File: config.mk
export PLATFORM = sky130hd
export DESIGN_NAME = frame_tree_chain_lookup
export DESIGN_NICKNAME = d
export VERILOG_FILES = /design/src/rtl/core/ftcl_pkg.sv /design/src/rtl/core/ftcl_ctrl.sv /design/src/rtl/core/ftcl_dp.sv /design/src/rtl/core/frame_tree_chain_lookup.sv
export SDC_FILE = /design/constraint.sdc
export NUM_CORES = 2
export LEC_CHECK = 0
export BUFFER_PORTS_ARGS = -buffer_cell sky130_fd_sc_hd__buf_2
export CORE_AREA = 2 2 648 328
export CTS_BUF_LIST = sky130_fd_sc_hd__clkbuf_16
export CTS_CLUSTER_DIAMETER = 40
export CTS_CLUSTER_SIZE = 24
export DETAILED_ROUTE_END_ITERATION = 10
export DIE_AREA = 0 0 650 330
export GPL_ROUTABILITY_DRIVEN = 0
export PLACE_DENSITY = 0.73
export SETUP_SLACK_MARGIN = 0.3
export SLEW_MARGIN = 20
export SYNTH_ARGS = -nofsm -noshare
export SYNTH_HDL_FRONTEND = slang
export SYNTH_SLANG_ARGS = --single-unit
File: constraint.sdc
create_clock -name clk_i -period 4.5 [get_ports clk_i]
set_clock_uncertainty 0.15 [all_clocks]
set_input_delay 0.675 -clock clk_i [delete_from_list [all_inputs] [get_ports clk_i]]
set_output_delay 0.675 -clock clk_i [all_outputs]
set_load 0.005 [all_outputs]
File: src/rtl/core/ftcl_pkg.sv
// Package for the frame tree chain lookup block.
// Holds the shared types, codes and the command and status structs.
// No dependencies.
package ftcl_pkg;

  localparam int unsigned FrameW = 8;

  typedef logic [FrameW-1:0] frame_t;

  localparam logic OP_SET    = 1'b0;
  localparam logic OP_LOOKUP = 1'b1;

  localparam logic SIDE_SRC = 1'b0;
  localparam logic SIDE_TGT = 1'b1;

  typedef enum logic [1:0] {
    ST_OK,
    ST_FRAME_ZERO,
    ST_TOO_DEEP,
    ST_NO_ROOT
  } ftcl_status_e;

  typedef enum logic [1:0] {
    KIND_SRC,
    KIND_TGT,
    KIND_STATUS
  } ftcl_kind_e;

  typedef enum logic [3:0] {
    S_IDLE,
    S_CHK_SRC,
    S_WALK_SRC,
    S_LOAD_SRC,
    S_CHK_TGT,
    S_WALK_TGT,
    S_LOAD_TGT,
    S_ROOT_RD,
    S_ROOT_CMP,
    S_STRIP_RD,
    S_STRIP_CMP,
    S_EMIT_CHK,
    S_EMIT_RD,
    S_EMIT_OUT
  } ftcl_state_e;

  typedef struct packed {
    logic         accept_set;
    logic         accept_get;
    logic         side;
    logic         walk_init;
    logic         walk_step;
    logic         walk_load;
    logic         walk_done;
    logic         strip_dec;
    logic         emit_init;
    logic         emit_rd;
    logic         emit_out;
    logic         stat_out;
    ftcl_status_e stat_code;
  } ftcl_cmd_t;

  typedef struct packed {
    logic src_zero;
    logic tgt_zero;
    logic cur_zero;
    logic n_full;
    logic tails_eq;
    logic sl_zero;
    logic tl_zero;
    logic emit_last;
  } ftcl_sts_t;

endpackage

File: src/rtl/core/ftcl_ctrl.sv
// Controller state machine of the frame tree chain lookup block.
// Sequences the two walks, the tail strip and the emission of words.
// Depends on ftcl_pkg.
module ftcl_ctrl (
  input  logic                  clk_i,
  input  logic                  rst_ni,
  input  logic                  start_i,
  input  logic                  operation_i,
  output logic                  busy_o,
  output ftcl_pkg::ftcl_cmd_t   cmd_o,
  input  ftcl_pkg::ftcl_sts_t   sts_i
);
  import ftcl_pkg::*;

  ftcl_state_e state_q, state_d;

  always_ff @(posedge clk_i or negedge rst_ni) begin
    if (!rst_ni) begin
      state_q <= S_IDLE;
    end else begin
      state_q <= state_d;
    end
  end

  always_comb begin
    state_d = state_q;
    unique case (state_q)
      S_IDLE: begin
        if (start_i && (operation_i == OP_LOOKUP)) state_d = S_CHK_SRC;
      end
      S_CHK_SRC: state_d = sts_i.src_zero ? S_IDLE : S_WALK_SRC;
      S_WALK_SRC: begin
        if (sts_i.cur_zero) state_d = S_CHK_TGT;
        else if (sts_i.n_full) state_d = S_IDLE;
        else state_d = S_LOAD_SRC;
      end
      S_LOAD_SRC: state_d = S_WALK_SRC;
      S_CHK_TGT: state_d = sts_i.tgt_zero ? S_IDLE : S_WALK_TGT;
      S_WALK_TGT: begin
        if (sts_i.cur_zero) state_d = S_ROOT_RD;
        else if (sts_i.n_full) state_d = S_IDLE;
        else state_d = S_LOAD_TGT;
      end
      S_LOAD_TGT: state_d = S_WALK_TGT;
      S_ROOT_RD: state_d = S_ROOT_CMP;
      S_ROOT_CMP: state_d = sts_i.tails_eq ? S_STRIP_RD : S_IDLE;
      S_STRIP_RD: state_d = (sts_i.sl_zero || sts_i.tl_zero) ? S_EMIT_CHK : S_STRIP_CMP;
      S_STRIP_CMP: state_d = sts_i.tails_eq ? S_STRIP_RD : S_EMIT_CHK;
      S_EMIT_CHK: state_d = (sts_i.sl_zero && sts_i.tl_zero) ? S_IDLE : S_EMIT_RD;
      S_EMIT_RD: state_d = S_EMIT_OUT;
      S_EMIT_OUT: state_d = sts_i.emit_last ? S_IDLE : S_EMIT_RD;
      default: state_d = S_IDLE;
    endcase
  end

  always_comb begin
    cmd_o           = '0;
    cmd_o.stat_code = ST_OK;
    unique case (state_q)
      S_IDLE: begin
        cmd_o.accept_set = start_i && (operation_i == OP_SET);
        cmd_o.accept_get = start_i && (operation_i == OP_LOOKUP);
      end
      S_CHK_SRC: begin
        cmd_o.side = SIDE_SRC;
        if (sts_i.src_zero) begin
          cmd_o.stat_out  = 1'b1;
          cmd_o.stat_code = ST_FRAME_ZERO;
        end else begin
          cmd_o.walk_init = 1'b1;
        end
      end
      S_WALK_SRC, S_WALK_TGT: begin
        cmd_o.side = (state_q == S_WALK_TGT) ? SIDE_TGT : SIDE_SRC;
        if (sts_i.cur_zero) begin
          cmd_o.walk_done = 1'b1;
        end else if (sts_i.n_full) begin
          cmd_o.stat_out  = 1'b1;
          cmd_o.stat_code = ST_TOO_DEEP;
        end else begin
          cmd_o.walk_step = 1'b1;
        end
      end
      S_LOAD_SRC, S_LOAD_TGT: begin
        cmd_o.walk_load = 1'b1;
      end
      S_CHK_TGT: begin
        cmd_o.side = SIDE_TGT;
        if (sts_i.tgt_zero) begin
          cmd_o.stat_out  = 1'b1;
          cmd_o.stat_code = ST_FRAME_ZERO;
        end else begin
          cmd_o.walk_init = 1'b1;
        end
      end
      S_ROOT_CMP: begin
        if (sts_i.tails_eq) begin
          cmd_o.strip_dec = 1'b1;
        end else begin
          cmd_o.stat_out  = 1'b1;
          cmd_o.stat_code = ST_NO_ROOT;
        end
      end
      S_STRIP_CMP: begin
        cmd_o.strip_dec = sts_i.tails_eq;
      end
      S_EMIT_CHK: begin
        if (sts_i.sl_zero && sts_i.tl_zero) begin
          cmd_o.stat_out  = 1'b1;
          cmd_o.stat_code = ST_OK;
        end else begin
          cmd_o.emit_init = 1'b1;
        end
      end
      S_EMIT_RD: cmd_o.emit_rd = 1'b1;
      S_EMIT_OUT: cmd_o.emit_out = 1'b1;
      default: begin
      end
    endcase
  end

  assign busy_o = (state_q != S_IDLE);

endmodule

File: src/rtl/core/ftcl_dp.sv
// Datapath of the frame tree chain lookup block.
// Holds the parent table, both chain memories, the counters and the result register.
// Depends on ftcl_pkg.
module ftcl_dp #(
  parameter int unsigned NUM_FRAMES = 256,
  parameter int unsigned MAX_DEPTH  = 30
) (
  input  logic                   clk_i,
  input  logic                   rst_ni,
  input  ftcl_pkg::ftcl_cmd_t    cmd_i,
  output ftcl_pkg::ftcl_sts_t    sts_o,
  input  ftcl_pkg::frame_t       frame_id_i,
  input  ftcl_pkg::frame_t       parent_id_i,
  input  ftcl_pkg::frame_t       target_id_i,
  output logic                   out_valid_o,
  output ftcl_pkg::ftcl_kind_e   kind_o,
  output ftcl_pkg::frame_t       chain_frame_o,
  output ftcl_pkg::ftcl_status_e status_o,
  output logic                   last_o
);
  import ftcl_pkg::*;

  localparam int unsigned TblDepth = (NUM_FRAMES < 256) ? NUM_FRAMES : 256;
  localparam int unsigned TblAw    = $clog2(TblDepth);
  localparam int unsigned Cap      = MAX_DEPTH + 1;
  localparam int unsigned CapAw    = $clog2(Cap);
  localparam int unsigned LenW     = $clog2(Cap + 1);
  localparam logic [LenW-1:0] LenOne = LenW'(1);
  localparam logic [LenW-1:0] LenCap = LenW'(Cap);

  frame_t            tbl_mem [TblDepth];
  logic [TblDepth-1:0] tbl_vld_q;
  frame_t            tbl_rd_q;
  logic              tbl_hit_q;
  logic [TblAw-1:0]  wr_idx, rd_idx;
  logic              wr_en, rd_in_range;
  frame_t            parent;

  frame_t            src_mem [Cap];
  frame_t            tgt_mem [Cap];
  frame_t            src_rd_q, tgt_rd_q;
  logic [CapAw-1:0]  src_raddr, tgt_raddr, n_idx;

  frame_t            src_q, src_d, tgt_q, tgt_d, cur_q, cur_d;
  logic [LenW-1:0]   n_q, n_d, sl_q, sl_d, tl_q, tl_d, i_q, i_d;
  logic [LenW-1:0]   sl_m1, tl_m1, i_inc;
  logic              side_q, side_d;
  logic              emit_last;

  logic              out_vld_q, out_vld_d, last_q, last_d;
  ftcl_kind_e        kind_q, kind_d;
  frame_t            frame_q, frame_d;
  ftcl_status_e      status_q, status_d;

  // Parent table: valid bits make never-written entries read as no parent.
  assign wr_idx      = frame_id_i[TblAw-1:0];
  assign wr_en       = cmd_i.accept_set && (32'(frame_id_i) < NUM_FRAMES);
  assign rd_idx      = cur_q[TblAw-1:0];
  assign rd_in_range = (32'(cur_q) < NUM_FRAMES);
  assign parent      = tbl_hit_q ? tbl_rd_q : '0;

  always_ff @(posedge clk_i) begin
    if (wr_en) begin
      tbl_mem[wr_idx] <= parent_id_i;
    end
    tbl_rd_q <= tbl_mem[rd_idx];
  end

  always_ff @(posedge clk_i or negedge rst_ni) begin
    if (!rst_ni) begin
      tbl_vld_q <= '0;
      tbl_hit_q <= 1'b0;
    end else begin
      if (wr_en) begin
        tbl_vld_q[wr_idx] <= 1'b1;
      end
      tbl_hit_q <= tbl_vld_q[rd_idx] && rd_in_range;
    end
  end

  // Chain memories.
  assign sl_m1     = sl_q - LenOne;
  assign tl_m1     = tl_q - LenOne;
  assign i_inc     = i_q + LenOne;
  assign n_idx     = n_q[CapAw-1:0];
  assign src_raddr = cmd_i.emit_rd ? i_q[CapAw-1:0] : sl_m1[CapAw-1:0];
  assign tgt_raddr = cmd_i.emit_rd ? i_q[CapAw-1:0] : tl_m1[CapAw-1:0];

  always_ff @(posedge clk_i) begin
    if (cmd_i.walk_step && (cmd_i.side == SIDE_SRC)) begin
      src_mem[n_idx] <= cur_q;
    end
    src_rd_q <= src_mem[src_raddr];
  end

  always_ff @(posedge clk_i) begin
    if (cmd_i.walk_step && (cmd_i.side == SIDE_TGT)) begin
      tgt_mem[n_idx] <= cur_q;
    end
    tgt_rd_q <= tgt_mem[tgt_raddr];
  end

  assign emit_last = (side_q == SIDE_TGT) ? (i_inc == tl_q)
                                          : ((i_inc == sl_q) && (tl_q == '0));

  always_comb begin
    src_d     = src_q;
    tgt_d     = tgt_q;
    cur_d     = cur_q;
    n_d       = n_q;
    sl_d      = sl_q;
    tl_d      = tl_q;
    i_d       = i_q;
    side_d    = side_q;
    out_vld_d = 1'b0;
    kind_d    = kind_q;
    frame_d   = frame_q;
    status_d  = status_q;
    last_d    = last_q;

    if (cmd_i.accept_get) begin
      src_d = frame_id_i;
      tgt_d = target_id_i;
    end
    if (cmd_i.walk_init) begin
      cur_d = (cmd_i.side == SIDE_TGT) ? tgt_q : src_q;
      n_d   = '0;
    end
    if (cmd_i.walk_step) begin
      n_d = n_q + LenOne;
    end
    if (cmd_i.walk_load) begin
      cur_d = parent;
    end
    if (cmd_i.walk_done) begin
      if (cmd_i.side == SIDE_TGT) begin
        tl_d = n_q;
      end else begin
        sl_d = n_q;
      end
    end
    if (cmd_i.strip_dec) begin
      sl_d = sl_m1;
      tl_d = tl_m1;
    end
    if (cmd_i.emit_init) begin
      side_d = (sl_q == '0) ? SIDE_TGT : SIDE_SRC;
      i_d    = '0;
    end
    if (cmd_i.emit_out) begin
      out_vld_d = 1'b1;
      kind_d    = (side_q == SIDE_TGT) ? KIND_TGT : KIND_SRC;
      frame_d   = (side_q == SIDE_TGT) ? tgt_rd_q : src_rd_q;
      status_d  = ST_OK;
      last_d    = emit_last;
      if ((side_q == SIDE_SRC) && (i_inc == sl_q)) begin
        side_d = SIDE_TGT;
        i_d    = '0;
      end else begin
        i_d = i_inc;
      end
    end
    if (cmd_i.stat_out) begin
      out_vld_d = 1'b1;
      kind_d    = KIND_STATUS;
      frame_d   = '0;
      status_d  = cmd_i.stat_code;
      last_d    = 1'b1;
    end
  end

  always_ff @(posedge clk_i or negedge rst_ni) begin
    if (!rst_ni) begin
      out_vld_q <= 1'b0;
      sl_q      <= '0;
      tl_q      <= '0;
    end else begin
      out_vld_q <= out_vld_d;
      sl_q      <= sl_d;
      tl_q      <= tl_d;
    end
  end

  always_ff @(posedge clk_i) begin
    src_q    <= src_d;
    tgt_q    <= tgt_d;
    cur_q    <= cur_d;
    n_q      <= n_d;
    i_q      <= i_d;
    side_q   <= side_d;
    kind_q   <= kind_d;
    frame_q  <= frame_d;
    status_q <= status_d;
    last_q   <= last_d;
  end

  assign sts_o.src_zero  = (src_q == '0);
  assign sts_o.tgt_zero  = (tgt_q == '0);
  assign sts_o.cur_zero  = (cur_q == '0);
  assign sts_o.n_full    = (n_q == LenCap);
  assign sts_o.tails_eq  = (src_rd_q == tgt_rd_q);
  assign sts_o.sl_zero   = (sl_q == '0);
  assign sts_o.tl_zero   = (tl_q == '0);
  assign sts_o.emit_last = emit_last;

  assign out_valid_o   = out_vld_q;
  assign kind_o        = kind_q;
  assign chain_frame_o = frame_q;
  assign status_o      = status_q;
  assign last_o        = last_q;

  a_step_room: assert property (@(posedge clk_i) disable iff (!rst_ni)
    cmd_i.walk_step |-> n_q != LenCap)
    else $error("Chain written beyond its capacity.");

  a_strip_nonempty: assert property (@(posedge clk_i) disable iff (!rst_ni)
    cmd_i.strip_dec |-> (sl_q != '0) && (tl_q != '0))
    else $error("Strip on an empty chain.");

  a_emit_in_range: assert property (@(posedge clk_i) disable iff (!rst_ni)
    cmd_i.emit_out |-> ((side_q == SIDE_SRC) ? (i_q < sl_q) : (i_q < tl_q)))
    else $error("Emitted entry lies beyond the chain length.");

  a_status_last: assert property (@(posedge clk_i) disable iff (!rst_ni)
    (out_vld_q && (kind_q == KIND_STATUS)) |-> last_q)
    else $error("Status word without last flag.");

  a_entry_ok: assert property (@(posedge clk_i) disable iff (!rst_ni)
    (out_vld_q && (kind_q != KIND_STATUS)) |-> (status_q == ST_OK))
    else $error("Chain entry word with error status.");

endmodule

File: src/rtl/core/frame_tree_chain_lookup.sv
// Lookup: walks the source chain and the target chain, strips the shared tail, then
// emits the remaining words; a set item gives no result.
// Each parent link is followed through the registered table read; each emitted word is read
// through the single read port of its chain memory. One item at a time.
// Result words are strobed for one cycle each and cannot be held off by the receiver.
// Reset is asynchronous; the parent table reads as all zero right after reset.
module frame_tree_chain_lookup #(
  parameter int unsigned NUM_FRAMES = 256,
  parameter int unsigned MAX_DEPTH  = 30
) (
  input  logic                   clk_i,
  input  logic                   rst_ni,
  input  logic                   start,
  output logic                   busy,
  input  logic                   operation_i,
  input  ftcl_pkg::frame_t       frame_id_i,
  input  ftcl_pkg::frame_t       parent_id_i,
  input  ftcl_pkg::frame_t       target_id_i,
  output logic                   out_valid_o,
  output ftcl_pkg::ftcl_kind_e   kind_o,
  output ftcl_pkg::frame_t       chain_frame_o,
  output ftcl_pkg::ftcl_status_e status_o,
  output logic                   last_o
);
  import ftcl_pkg::*;

  ftcl_cmd_t cmd;
  ftcl_sts_t sts;

  ftcl_ctrl u_ctrl (
    .clk_i       (clk_i),
    .rst_ni      (rst_ni),
    .start_i     (start),
    .operation_i (operation_i),
    .busy_o      (busy),
    .cmd_o       (cmd),
    .sts_i       (sts)
  );

  ftcl_dp #(
    .NUM_FRAMES (NUM_FRAMES),
    .MAX_DEPTH  (MAX_DEPTH)
  ) u_dp (
    .clk_i         (clk_i),
    .rst_ni        (rst_ni),
    .cmd_i         (cmd),
    .sts_o         (sts),
    .frame_id_i    (frame_id_i),
    .parent_id_i   (parent_id_i),
    .target_id_i   (target_id_i),
    .out_valid_o   (out_valid_o),
    .kind_o        (kind_o),
    .chain_frame_o (chain_frame_o),
    .status_o      (status_o),
    .last_o        (last_o)
  );

endmodule

==> impl_results.md <==
- Status: finished, final reports clean
- Critical Path Source Type: register
- Measured slew at the worst slew-check pin: ~1200 ps
- EDFF count, synth: 2580
- Synth warn: 0
- DR vias: about 64k
- Buf+Inv Stages, Crit Path: 2
- Total CTS buffers: 177
- LEAKAGE: 0.0422 uW
- Largest net degree at the start of global routing: between 100 and 150
- Syn_nets: between 5k and 6k
- Min Tclk post-route: roughly 4300 ps
- CP required: 5130 ps
- Peak Freq: roughly 230 MHz
- Power per cell area: between 500 and 600 nW/um^2
- Clock power frac: roughly 24%
- Flop pwr share: 42.9%
- Net Switching: ~25000 uW
- Initial antenna violation count: 16
- Sum of negative setup slack: 0 ps
- Die Ht: 330 um
- Crit-path slowest cell: or3b_2
- Synth Flop Type: edfxtp_1
- Final wirelength: between 300000 and 400000 um
- Max Buffers Root-to-Sink: 4
- Detailed-router iteration count before antenna repair: 6
- Tcrit/Tclk final: a little over nine tenths
- Kind of end point of the critical path: register
- Top cell type's share of synthesized area: about two thirds
- Switch share: 35.3%
- Synth Area per Inst: roughly 19 um^2
- Logic gate share of total power: 32.7%
- CP peak stage delay: just under 800 ps
- Cell Area, Placed: around 120000 um^2
- Crit path kind: register to register
- GRT overflow: 0
- Core Area: 209000 um^2
- Total power: ~70000 uW
- H-tree lvl count: 4
- CTS clk-pin slew, worst paths: 100 ps
- Sequential area share after synthesis: around three quarters
- CTS tree: built
- Initial Utilization: between 50 and 60%
- Detailed Route Iter0 Violations: roughly 11k
- First-pass GRT wire length: between 400000 and 500000 um
- GRT Resource Usage Total: about 30%
- Leading area contributor after synthesis: edfxtp_1
- DR DRC count: 0
- Cell Area, Synth: roughly 110000 um^2
- Design area: 126000 um^2
- Max Cap Viol: 0
- Worst-path maximum fanout: 59
- Synth-to-Final Area Change: 10.3%
- Final hold slack: between 60 and 70 ps
- Vias in the first global route: just under 60k
- Synth cell types: 90
- Die footprint: 215000 um^2
- Layout cells sized above 1: 24.1%
- Utilization after layout: between 60% and 70%
- Int Power: roughly 46000 uW
- Cell Chain, Critical Path: buf_12, or3b_2, buf_4, o221ai_1, a211oi_1, a21oi_1, a211oi_2, o32ai_1
- Port bufs: 42
- Die Width: roughly 650 um
- Fin nets: 6333
- Seq cells post-synth: 2888
- Rows: 119
- Post-synth top cells: edfxtp_1 (2580), mux4_2 (541), nor2_1 (385)
- IO Count: 43
- Peak supply drop: roughly 0.0005 V
- Syn Inst Count: approximately 6.0k
- Vias per cell: 6.93
- Dominant cells by area after synthesis: edfxtp_1 (68%), mux4_2 (11%), dfrtp_1 (6.0%)
- Final ANT Viol Nets: 0
- CP top delay family: compound AO/OA/AOI/OAI gates
- Final HPWL DP: ~210000 um
- Crit path DAT: 4910 ps
- Hold WC Path Type: primary input to register
- Clk_lat worst skew: approximately 880 ps
- Slew Limit Headroom: 19.1%
- Wire per inst: between 30 and 40 um
- CTS Root Buffer Type: clkbuf_16
- Finish-stage setup viols: 0
- Slew Viols, Final: 0
- Most common cell in the synthesized netlist: edfxtp_1
- Clock tree sinks: 2888
- Final Hold Viols: 0
- Synth async-reset ratio: under 10%
- RSZ-0062 raised after global routing: no
timing repair:
item | CTS | global route
pin swaps | 0 | 0
hold endpoints to repair | 85 | 0
cloned | 0 | 0
setup buffers | 0 | 1
hold buffers | 15 | 0
setup endpoints to repair | 1 | 13
gates resized for setup | 1 | 6
per-stage QoR:
step | setup slack [ps] | std cells
2_1_floorplan | 937 | 5962
3_3_place_gp | 347 | 8881
3_5_place_dp | 297 | 8883
4_1_cts | 400 | 9215
5_1_grt | 320 | 9219
6_report | 224 | 9224
power groups by stage:
| stage | Clock [uW] | Sequential (uW) | Combinational (uW) |
|---|---|---|---|
| floorplan | 0 | 31500 | 12900 |
| global placement | 0 | 31300 | 21900 |
| global route | 18500 | 30800 | 23800 |
| finish | 17500 | 30800 | 23400 |
| detailed placement | 0 | 31300 | 22200 |
| CTS | 17500 | 30700 | 22300 |
worst min-delay path: cells and delay by family:
kind / cells / cell delay (ps)
and+or+nand+nor: 3 / 280
buffers and inverters: 1 / 100
placed cells by master, fill, tap and decap left out, types with 106 or more instances in the layout:
cell / instances
dfrtp_1: 272
edfxtp_1: 2580
o21bai_1: 144
buf_4: 414
nand2_1: 276
a21oi_1: 106
nor2_1: 379
mux2i_1: 202
clkbuf_16: 178
mux4_2: 541
or2_2: 134
final cells by class:
type,instances,area [um^2]
sequential,2888,85000
inverter,23,90.1
fill,14400,83100
timing repair buffer,524,4620
multi-input combinational,2682,26900
antenna,7,17.5
clock buffer,178,4450
clock inverter,139,1320
tap,2783,3480
flip-flops by register name (all words and copies together), names as in the netlist, 2 cells and up:
| signal | count |
|---|---|
| u_dp.tgt_q | 8 |
| u_dp.chain_frame_o | 8 |
| u_dp.tbl_mem | 2048 |
| u_dp.tl_q | 5 |
| u_dp.status_o | 2 |
| u_dp.src_rd_q | 8 |
| u_dp.tgt_rd_q | 8 |
| u_dp.kind_o | 2 |
| u_dp.sl_q | 5 |
| u_dp.cur_q | 8 |
| u_ctrl.state_q | 4 |
| u_dp.tbl_rd_q | 8 |
| u_dp.src_q | 8 |
| u_dp.n_idx | 5 |
| u_dp.i_q | 5 |
| u_dp.src_mem | 248 |
| u_dp.tbl_vld_q | 256 |
| u_dp.tgt_mem | 248 |
worst paths after layout:
check                               start                   to  slack, ps  cells after the start
hold / removal                      start    u_ctrl.state_q[0]         60                      4
setup reg to reg            u_dp.cur_q[2]     u_dp.tbl_rd_q[5]        220                      8
max in group asynchronous          rst_ni  u_dp.tbl_vld_q[131]       2930                      3
hold reg to reg            u_dp.kind_o[0]       u_dp.kind_o[0]        320                      2
min in group asynchronous          rst_ni  u_dp.tbl_vld_q[204]        180                      2
setup / recovery            u_dp.cur_q[2]     u_dp.tbl_rd_q[5]        220                      8
per-layer routing:
layer  global-route usage, %  wire length [um]
met5                   0.409               191
met4                    6.90              8320
met3                    15.8             63800
met2                    37.3            125000
met1                    46.4            128000
logic make-up (layout without fill, tap and decap cells):
| logic type | Yosys count | after routing | synth area share [%] |
|---|---|---|---|
| DFF | 2888 | 2888 | 74.5 |
| adders and majority gates | 9 | 9 | 0.0987 |
| other | 0 | 7 | 0 |
| and+or+nand+nor | 1048 | 1048 | 4.25 |
| buffers and inverters | 392 | 864 | 2.16 |
| muxes | 823 | 823 | 14.0 |
| AOI/OAI and AO/OA | 773 | 773 | 4.83 |
| xor gates and xnor gates | 29 | 29 | 0.223 |
Power figures use the tool's default switching activity.
